### config.mk
export PLATFORM = sky130hd
export DESIGN_NAME = sha1_stream_hasher
export DESIGN_NICKNAME = d
export VERILOG_FILES = /design/src/sv/sha1sh_pkg.sv /design/src/sv/sha1sh_dp.sv /design/src/sv/sha1sh_ctrl.sv /design/src/sv/sha1_stream_hasher.sv
export SDC_FILE = /design/constraint.sdc
export NUM_CORES = 2
export LEC_CHECK = 0
export BUFFER_PORTS_ARGS = -buffer_cell sky130_fd_sc_hd__buf_4
export CORE_MARGIN = 5
export CORE_UTILIZATION = 55
export DETAILED_ROUTE_END_ITERATION = 16
export PLACE_DENSITY = 0.83
export SYNTH_ARGS = -nofsm -noshare
export SYNTH_HDL_FRONTEND = slang
export SYNTH_SLANG_ARGS = --single-unit
export TNS_END_PERCENT = 20
### constraint.sdc
create_clock -name clk -period 13.3 [get_ports clk]
set_clock_uncertainty 0.05 [all_clocks]
set_input_delay 0.665 -clock clk [delete_from_list [all_inputs] [get_ports clk]]
set_output_delay 0.665 -clock clk [all_outputs]
set_load 0.01 [all_outputs]
### src/sv/sha1sh_pkg.sv
package sha1sh_pkg;

  localparam logic [1:0] CMD_RESTART = 2'd0;
  localparam logic [1:0] CMD_ABSORB  = 2'd1;
  localparam logic [1:0] CMD_FINISH  = 2'd2;

  localparam logic [31:0] H0 = 32'h67452301;
  localparam logic [31:0] H1 = 32'hEFCDAB89;
  localparam logic [31:0] H2 = 32'h98BADCFE;
  localparam logic [31:0] H3 = 32'h10325476;
  localparam logic [31:0] H4 = 32'hC3D2E1F0;
  localparam logic [4:0][31:0] INIT_HASH = {H4, H3, H2, H1, H0};

  localparam logic [31:0] K0 = 32'h5A827999;
  localparam logic [31:0] K1 = 32'h6ED9EBA1;
  localparam logic [31:0] K2 = 32'h8F1BBCDC;
  localparam logic [31:0] K3 = 32'hCA62C1D6;

  localparam logic [7:0] PAD_BYTE = 8'h80;

  localparam logic [6:0] LAST_ROUND    = 7'd79;
  localparam logic [6:0] ROUND_K1      = 7'd20;
  localparam logic [6:0] ROUND_K2      = 7'd40;
  localparam logic [6:0] ROUND_K3      = 7'd60;
  localparam logic [5:0] FULL_FILL     = 6'd63;
  localparam logic [5:0] LEN_FILL      = 6'd56;
  localparam logic [2:0] LAST_WORD_IDX = 3'd4;

  typedef enum logic [2:0] {
    S_IDLE,
    S_PAD,
    S_ZERO,
    S_LEN,
    S_COMP,
    S_FOLD,
    S_EMIT
  } state_t;

  typedef enum logic [1:0] {
    SRC_DATA,
    SRC_PAD,
    SRC_ZERO,
    SRC_LEN
  } src_t;

  typedef struct packed {
    logic       restart;
    logic       shift;
    src_t       src;
    logic       load;
    logic       round_en;
    logic [6:0] round;
    logic       fold;
    logic [2:0] word;
  } ctrl_cmd_t;

  typedef struct packed {
    logic [5:0] fill;
  } dp_stat_t;

endpackage

### src/sv/sha1sh_dp.sv
module sha1sh_dp (
  input  logic                   clk,
  input  logic                   rst,
  input  sha1sh_pkg::ctrl_cmd_t  cmd,
  input  logic [7:0]             data_byte,
  output sha1sh_pkg::dp_stat_t   stat,
  output logic [31:0]            digest_word
);
  import sha1sh_pkg::*;

  logic [4:0][31:0] chain;
  logic [4:0][31:0] regs;
  logic [511:0]     win;
  logic [5:0]       fill;
  logic [63:0]      len;

  logic [7:0]  byte_in;
  logic [31:0] w0;
  logic [31:0] mix;
  logic [31:0] new_w;
  logic [31:0] f;
  logic [31:0] k;
  logic [31:0] tmp;
  logic [63:0] len_sum;

  always_comb begin
    case (cmd.src)
      SRC_DATA: byte_in = data_byte;
      SRC_PAD:  byte_in = PAD_BYTE;
      SRC_ZERO: byte_in = 8'd0;
      SRC_LEN:  byte_in = len[63:56];
      default:  byte_in = 8'd0;
    endcase
  end

  assign w0    = win[511:480];
  assign mix   = w0 ^ win[447:416] ^ win[255:224] ^ win[95:64];
  assign new_w = {mix[30:0], mix[31]};

  always_comb begin
    if (cmd.round < ROUND_K1) begin
      f = (regs[1] & regs[2]) | (~regs[1] & regs[3]);
      k = K0;
    end else if (cmd.round < ROUND_K2) begin
      f = regs[1] ^ regs[2] ^ regs[3];
      k = K1;
    end else if (cmd.round < ROUND_K3) begin
      f = (regs[1] & regs[2]) | (regs[1] & regs[3]) | (regs[2] & regs[3]);
      k = K2;
    end else begin
      f = regs[1] ^ regs[2] ^ regs[3];
      k = K3;
    end
  end

  assign tmp     = {regs[0][26:0], regs[0][31:27]} + f + regs[4] + w0 + k;
  assign len_sum = len + 64'd8;

  always_ff @(posedge clk) begin
    if (rst || cmd.restart) begin
      chain <= INIT_HASH;
      fill  <= '0;
      len   <= '0;
    end else begin
      if (cmd.fold) begin
        for (int i = 0; i < 5; i++) begin
          chain[i] <= chain[i] + regs[i];
        end
      end
      if (cmd.shift) begin
        fill <= fill + 6'd1;
        if (cmd.src == SRC_DATA) begin
          len <= (&len[63:3]) ? '1 : len_sum;
        end else if (cmd.src == SRC_LEN) begin
          len <= {len[55:0], 8'd0};
        end
      end
    end
  end

  always_ff @(posedge clk) begin
    if (cmd.shift) begin
      win <= {win[503:0], byte_in};
    end else if (cmd.round_en) begin
      win <= {win[479:0], new_w};
    end
  end

  always_ff @(posedge clk) begin
    if (cmd.load) begin
      regs <= chain;
    end else if (cmd.round_en) begin
      regs[4] <= regs[3];
      regs[3] <= regs[2];
      regs[2] <= {regs[1][1:0], regs[1][31:2]};
      regs[1] <= regs[0];
      regs[0] <= tmp;
    end
  end

  always_comb begin
    case (cmd.word)
      3'd0:    digest_word = chain[0];
      3'd1:    digest_word = chain[1];
      3'd2:    digest_word = chain[2];
      3'd3:    digest_word = chain[3];
      3'd4:    digest_word = chain[4];
      default: digest_word = chain[0];
    endcase
  end

  assign stat.fill = fill;

endmodule

### src/sv/sha1sh_ctrl.sv
module sha1sh_ctrl (
  input  logic                   clk,
  input  logic                   rst,
  input  logic                   in_valid,
  output logic                   in_ready,
  input  logic [1:0]             command,
  output logic                   out_valid,
  input  logic                   out_ready,
  output logic [2:0]             word_number,
  output logic                   last_word,
  input  sha1sh_pkg::dp_stat_t   stat,
  output sha1sh_pkg::ctrl_cmd_t  cmd
);
  import sha1sh_pkg::*;

  state_t     state;
  state_t     state_next;
  state_t     ret;
  state_t     ret_next;
  logic [6:0] round;
  logic [6:0] round_next;
  logic [2:0] word;
  logic [2:0] word_next;
  logic       full;

  assign full = (stat.fill == FULL_FILL);

  always_ff @(posedge clk) begin
    if (rst) begin
      state <= S_IDLE;
      ret   <= S_IDLE;
      round <= '0;
      word  <= '0;
    end else begin
      state <= state_next;
      ret   <= ret_next;
      round <= round_next;
      word  <= word_next;
    end
  end

  always_comb begin
    state_next = state;
    ret_next   = ret;
    round_next = round;
    word_next  = word;
    cmd        = '0;
    cmd.round  = round;
    cmd.word   = word;
    in_ready   = 1'b0;
    out_valid  = 1'b0;
    case (state)
      S_IDLE: begin
        in_ready = 1'b1;
        if (in_valid) begin
          case (command)
            CMD_RESTART: cmd.restart = 1'b1;
            CMD_ABSORB: begin
              cmd.shift = 1'b1;
              cmd.src   = SRC_DATA;
              if (full) begin
                cmd.load   = 1'b1;
                round_next = '0;
                ret_next   = S_IDLE;
                state_next = S_COMP;
              end
            end
            CMD_FINISH: state_next = S_PAD;
            default: ;
          endcase
        end
      end
      S_PAD: begin
        cmd.shift  = 1'b1;
        cmd.src    = SRC_PAD;
        state_next = S_ZERO;
        if (full) begin
          cmd.load   = 1'b1;
          round_next = '0;
          ret_next   = S_ZERO;
          state_next = S_COMP;
        end
      end
      S_ZERO: begin
        if (stat.fill == LEN_FILL) begin
          state_next = S_LEN;
        end else begin
          cmd.shift = 1'b1;
          cmd.src   = SRC_ZERO;
          if (full) begin
            cmd.load   = 1'b1;
            round_next = '0;
            ret_next   = S_ZERO;
            state_next = S_COMP;
          end
        end
      end
      S_LEN: begin
        cmd.shift = 1'b1;
        cmd.src   = SRC_LEN;
        if (full) begin
          cmd.load   = 1'b1;
          round_next = '0;
          ret_next   = S_EMIT;
          state_next = S_COMP;
        end
      end
      S_COMP: begin
        cmd.round_en = 1'b1;
        if (round == LAST_ROUND) begin
          round_next = '0;
          state_next = S_FOLD;
        end else begin
          round_next = round + 7'd1;
        end
      end
      S_FOLD: begin
        cmd.fold   = 1'b1;
        word_next  = '0;
        state_next = ret;
      end
      S_EMIT: begin
        out_valid = 1'b1;
        if (out_ready) begin
          if (word == LAST_WORD_IDX) begin
            cmd.restart = 1'b1;
            word_next   = '0;
            state_next  = S_IDLE;
          end else begin
            word_next = word + 3'd1;
          end
        end
      end
      default: state_next = S_IDLE;
    endcase
  end

  assign word_number = word;
  assign last_word   = (word == LAST_WORD_IDX);

  a_no_overlap: assert property (@(posedge clk) disable iff (rst)
    !(in_ready && out_valid))
    else $error("input and output handshakes open together");

  a_round_range: assert property (@(posedge clk) disable iff (rst)
    round <= LAST_ROUND)
    else $error("round counter out of range");

  a_comp_to_fold: assert property (@(posedge clk) disable iff (rst)
    (state == S_COMP && round == LAST_ROUND) |=> (state == S_FOLD))
    else $error("compression did not end after the last round");

  a_last_to_idle: assert property (@(posedge clk) disable iff (rst)
    (out_valid && out_ready && last_word) |=> (state == S_IDLE && word == 3'd0))
    else $error("no return to idle after the last digest word");

  a_word_range: assert property (@(posedge clk) disable iff (rst)
    word <= LAST_WORD_IDX)
    else $error("digest word index out of range");

endmodule

### src/sv/sha1_stream_hasher.sv
// Streaming SHA-1 hasher.
// Input channel (in_valid/in_ready): command and data_byte. Command 0 restarts
// the hash, 1 absorbs data_byte, 2 pads the message and returns the digest;
// command 3 is taken and dropped.
// Output channel (out_valid/out_ready): digest_word, word_number, last_word;
// five items per finish, word 0 first, last_word set on word 4.
// Every 64th absorbed byte starts a compression on the single round unit,
// which runs the rounds one at a time and then folds the result into the
// chain.
// A finish shifts the padding and length into the block one byte a cycle
// between compressions, with an idle step before the length, runs one or two
// compressions, then presents the five digest words, one a cycle while
// out_ready is high.
// No input is taken from a finish until the last digest word has gone.
// While the receiver stalls, the current word is held unchanged.
// Reset (rst, synchronous) loads the standard initial hash and clears the
// byte count and bit length; the bit length saturates at all ones.
module sha1_stream_hasher (
  input  logic        clk,
  input  logic        rst,
  input  logic        in_valid,
  output logic        in_ready,
  input  logic [1:0]  command,
  input  logic [7:0]  data_byte,
  output logic        out_valid,
  input  logic        out_ready,
  output logic [31:0] digest_word,
  output logic [2:0]  word_number,
  output logic        last_word
);
  import sha1sh_pkg::*;

  ctrl_cmd_t cmd;
  dp_stat_t  stat;

  sha1sh_ctrl u_ctrl (
    .clk         (clk),
    .rst         (rst),
    .in_valid    (in_valid),
    .in_ready    (in_ready),
    .command     (command),
    .out_valid   (out_valid),
    .out_ready   (out_ready),
    .word_number (word_number),
    .last_word   (last_word),
    .stat        (stat),
    .cmd         (cmd)
  );

  sha1sh_dp u_dp (
    .clk         (clk),
    .rst         (rst),
    .cmd         (cmd),
    .data_byte   (data_byte),
    .stat        (stat),
    .digest_word (digest_word)
  );

endmodule
==> impl_metrics.env <==
export IMPL_wire_per_inst_microns=20.2
export IMPL_path_class="flop to flop"
export IMPL_tightestPinTransition_ns=1.36
export IMPL_critPathCaptureType="flop"
export IMPL_grt_max_degree=269
export IMPL_track_usage_pct=27.4
export IMPL_period_share_pct=54.4
export IMPL_max_clock_freq_ghz=0.138
export IMPL_drive_gt1_share_pct=4.62
export IMPL_gp_congestion=0.984
export IMPL_p_leak_uw=0.0237
export IMPL_clk_latency_ns=0.68
export IMPL_status="completed"
export IMPL_fp_dieW_microns=321
export IMPL_synth_area_leader_cell="edfxtp_1"
export IMPL_layout_cells_non_filler=7214
export IMPL_wirelength_microns=146000
export IMPL_syn_nets=6342
export IMPL_power_frac_comb_pct=10.3
export IMPL_synth_top_flop_cell="edfxtp_1"
export IMPL_start_util_pct=55.3
export IMPL_clk_pin_slew_ns=0.07
export IMPL_post_route_min_period_ns=7.23
export IMPL_cp_required_ns=13.64
export IMPL_fillers=7921
export IMPL_num_rows=114
export IMPL_synth_compound_area_share_pct=13.1
export IMPL_synthXorXnorAreaFrac_pct=4.34
export IMPL_clock_sinks=915
export IMPL_dp_cells=7038
export IMPL_setup_violations=0
export IMPL_synthTopCellsByArea="edfxtp_1, nand2_1, dfxtp_1, ha_1, fa_1"
export IMPL_cts_resized=0
export IMPL_path_max_fanout=35
export IMPL_ys_ff_latch=915
export IMPL_syn_inst=5973
export IMPL_cts_root_buf="clkbuf_16"
export IMPL_cts_setup_buffers=0
export IMPL_drcViolationCount=0
export IMPL_cts_inserted_buffers=95
export IMPL_hold_path_class="input pin to flop"
export IMPL_yosys_area_share_simple_pct=21.4
export IMPL_via_per_inst=6.04
export IMPL_intPower_uw=5160
export IMPL_vias=43594
export IMPL_ioPinCount=52
export IMPL_rsz0062_at_grt="false"
export IMPL_ys_warn_count=0
export IMPL_synth_adder_area_share_pct=10.1
export IMPL_final_area_sq_um=57800
export IMPL_worstPathArrival_ns=7.58
export IMPL_totalPowerFinal_uw=6900
export IMPL_first_iter_violations=5452
export IMPL_dp_final_hpwl_microns=98800
export IMPL_core_region_area_sq_um=96400
export IMPL_first_pass_iters=9
export IMPL_p_sw_uw=1730
export IMPL_portBuffers=51
export IMPL_grt_pass1_vias=41589
export IMPL_irDropWorstVdd_uv=111
export IMPL_htreeDepth=3
export IMPL_nets=6228
export IMPL_grt_pass1_wl_microns=228000
export IMPL_syn_area_per_cell_sq_um=8.92
export IMPL_cap_violations=0
export IMPL_start_kind="flop"
export IMPL_synth_top_family_by_area="simple AND/OR/NAND/NOR gates"
export IMPL_die_area_sq_um=103000
export IMPL_tns_ns=0
export IMPL_pwr_density_cell_nw_per_um2=119
export IMPL_slew_viol_final=0
export IMPL_cts_max_path_buffers=3
export IMPL_synthArstFlopShare_pct=0
export IMPL_synthDistinctLibCells=80
export IMPL_netlist_area_leader_share_pct=37.9
export IMPL_ys_seq_area_share_pct=47.0
export IMPL_relSlewSlack_pct=6.90
export IMPL_cts_hold_buf=0
export IMPL_cts_tree="done"
export IMPL_synthToLayoutAreaGrowth_pct=8.49
export IMPL_syn_cell_area_sq_um=53300
export IMPL_overflow=0
export IMPL_final_antenna_net_count=0
export IMPL_finish_utilization_pct=59.9
export IMPL_p_seq_share_pct=48.6
export IMPL_synth_mux_area_fraction_pct=0.289
export IMPL_place_area_sq_um=54500
export IMPL_switching_share_pct=25.2
export IMPL_final_hold_viol_count=0
export IMPL_synth_edf_count=672
export IMPL_clkPwrFrac_pct=41.1
export IMPL_antenna_found_initial=4
export IMPL_die_h_microns=321
## state kept, by name, summed over array words and instances, names as in the netlist
| signal | count |
|---|---|
| u_dp.win | 512 |
| u_dp.chain | 160 |
| u_dp.regs | 160 |
| u_dp.len | 62 |
| u_ctrl.round | 7 |
| u_dp.stat | 6 |
| u_ctrl.state | 3 |
| u_ctrl.word_number | 3 |
| u_ctrl.ret | 2 |
## cell usage in the layout, fill, tap and decap left out, types with 82 or more instances in the layout
master,instances
nand2_1,2107
edfxtp_1,672
a21oi_1,344
nor2_1,294
dfxtp_1,243
ha_1,230
inv_1,220
o21ai_0,217
xnor2_1,198
fa_1,124
clkbuf_16,101
nand3_1,96
buf_4,83
a21o_1,82
## per-stage QoR
| step | hold slack [ns] | setup slack, ns |
|---|---|---|
| 3_3_place_gp | 0.389 | 6.37 |
| 2_1_floorplan | 0.382 | 4.44 |
| 3_5_place_dp | 0.402 | 6.25 |
| 6_report | 0.249 | 6.07 |
| 4_1_cts | 0.219 | 6.18 |
| 5_1_grt | 0.225 | 5.59 |
## final timing paths
check | from | end | slack, ns | cells after the start
max | u_ctrl.round[5] | u_dp.regs[31] | 6.07 | 23
min | rst | u_ctrl.ret[2] | 0.25 | 2
max reg2reg | u_ctrl.round[5] | u_dp.regs[31] | 6.07 | 23
min reg2reg | u_ctrl.ret[2] | u_ctrl.ret[2] | 0.41 | 2
## metal layers
metal  vias to the layer above  GRT usage [%]  wire length (microns)
met2                      1980           44.0                  67200
li1                      20256              -                      -
met1                     20835           35.4                  56100
met5                         -              0                     27
met4                         4           13.7                   8700
met3                       519           6.10                  13500
## power by group through the flow
stage	Combinational, uW	Sequential, uW	Clock (uW)
after global routing	802	3360	2970
after global placement	677	3400	0
after floorplan	544	3410	0
after CTS	708	3350	2850
after detailed placement	701	3410	0
final	708	3350	2830
## critical path, cell delays in order, from the launching register on
cell and delay [ns]:
dfxtp_1 0.43, o21ai_0 0.18, nor3_1 0.39, clkinv_1 0.13, buf_4 0.30, nand2_1 0.14
buf_4 0.44, o21ai_0 0.20, fa_1 0.52, inv_1 0.05, fa_1 0.49, inv_1 0.05
fa_1 0.50, inv_1 0.05, ha_1 0.21, a2111oi_0 0.55, a21oi_1 0.21, a211oi_1 0.50
o31ai_1 0.22, a221oi_1 0.45, o21ai_0 0.29, o31a_1 0.35, xnor2_1 0.15, a21oi_1 0.09
## kinds of logic after synthesis
| family | Yosys count |
|---|---|
| multiplexers | 15 |
| AND/OR/NAND/NOR | 2800 |
| XOR/XNOR | 264 |
| adder cells (fa/ha/maj) | 355 |
| flip-flops | 915 |
| buffers and inverters | 521 |
| AO/OA/AOI/OAI | 1103 |
## area by class of cell
cell class | count | area, sq um | share of cell area (%)
inverters | 222 | 838 | 1.45
clock buffers | 122 | 2660 | 4.60
flip-flops and latches | 915 | 25000 | 43.3
diodes | 2 | 5.00 | 0.00866
repair buffers | 88 | 723 | 1.25
clock inverters | 52 | 619 | 1.07
well taps | 1276 | 1600 | 2.76
multi-input cells | 4537 | 26300 | 45.5
## synthesized netlist by cell type (7+ instances only)
cell       count
a2111oi_0      7
a211o_1        7
a211oi_1      62
a21boi_0       7
a21o_1        82
a21oi_1      344
a22oi_1       64
a311oi_1      14
a31oi_1       54
a41oi_1        9
and2_1        13
and3_1        28
buf_1         16
clkbuf_1     272
dfxtp_1      243
edfxtp_1     672
fa_1         124
ha_1         231
inv_1        221
mux2i_1       12
nand2_1     2110
nand2b_1      44
nand3_1       96
nand4_1       23
nor2_1       297
nor2b_1       55
nor3_1        52
nor3b_1        8
nor4_1         7
o211ai_1      50
o21a_1        18
o21ai_0      217
o21bai_1      29
o221ai_1      15
o22ai_1       21
o311ai_0       7
o31a_1         8
o31ai_1       16
o32a_1         8
o32ai_1       24
or2_2         10
or3_1         24
xnor2_1      198
xor2_1        66
Power figures use the tool's default switching activity.
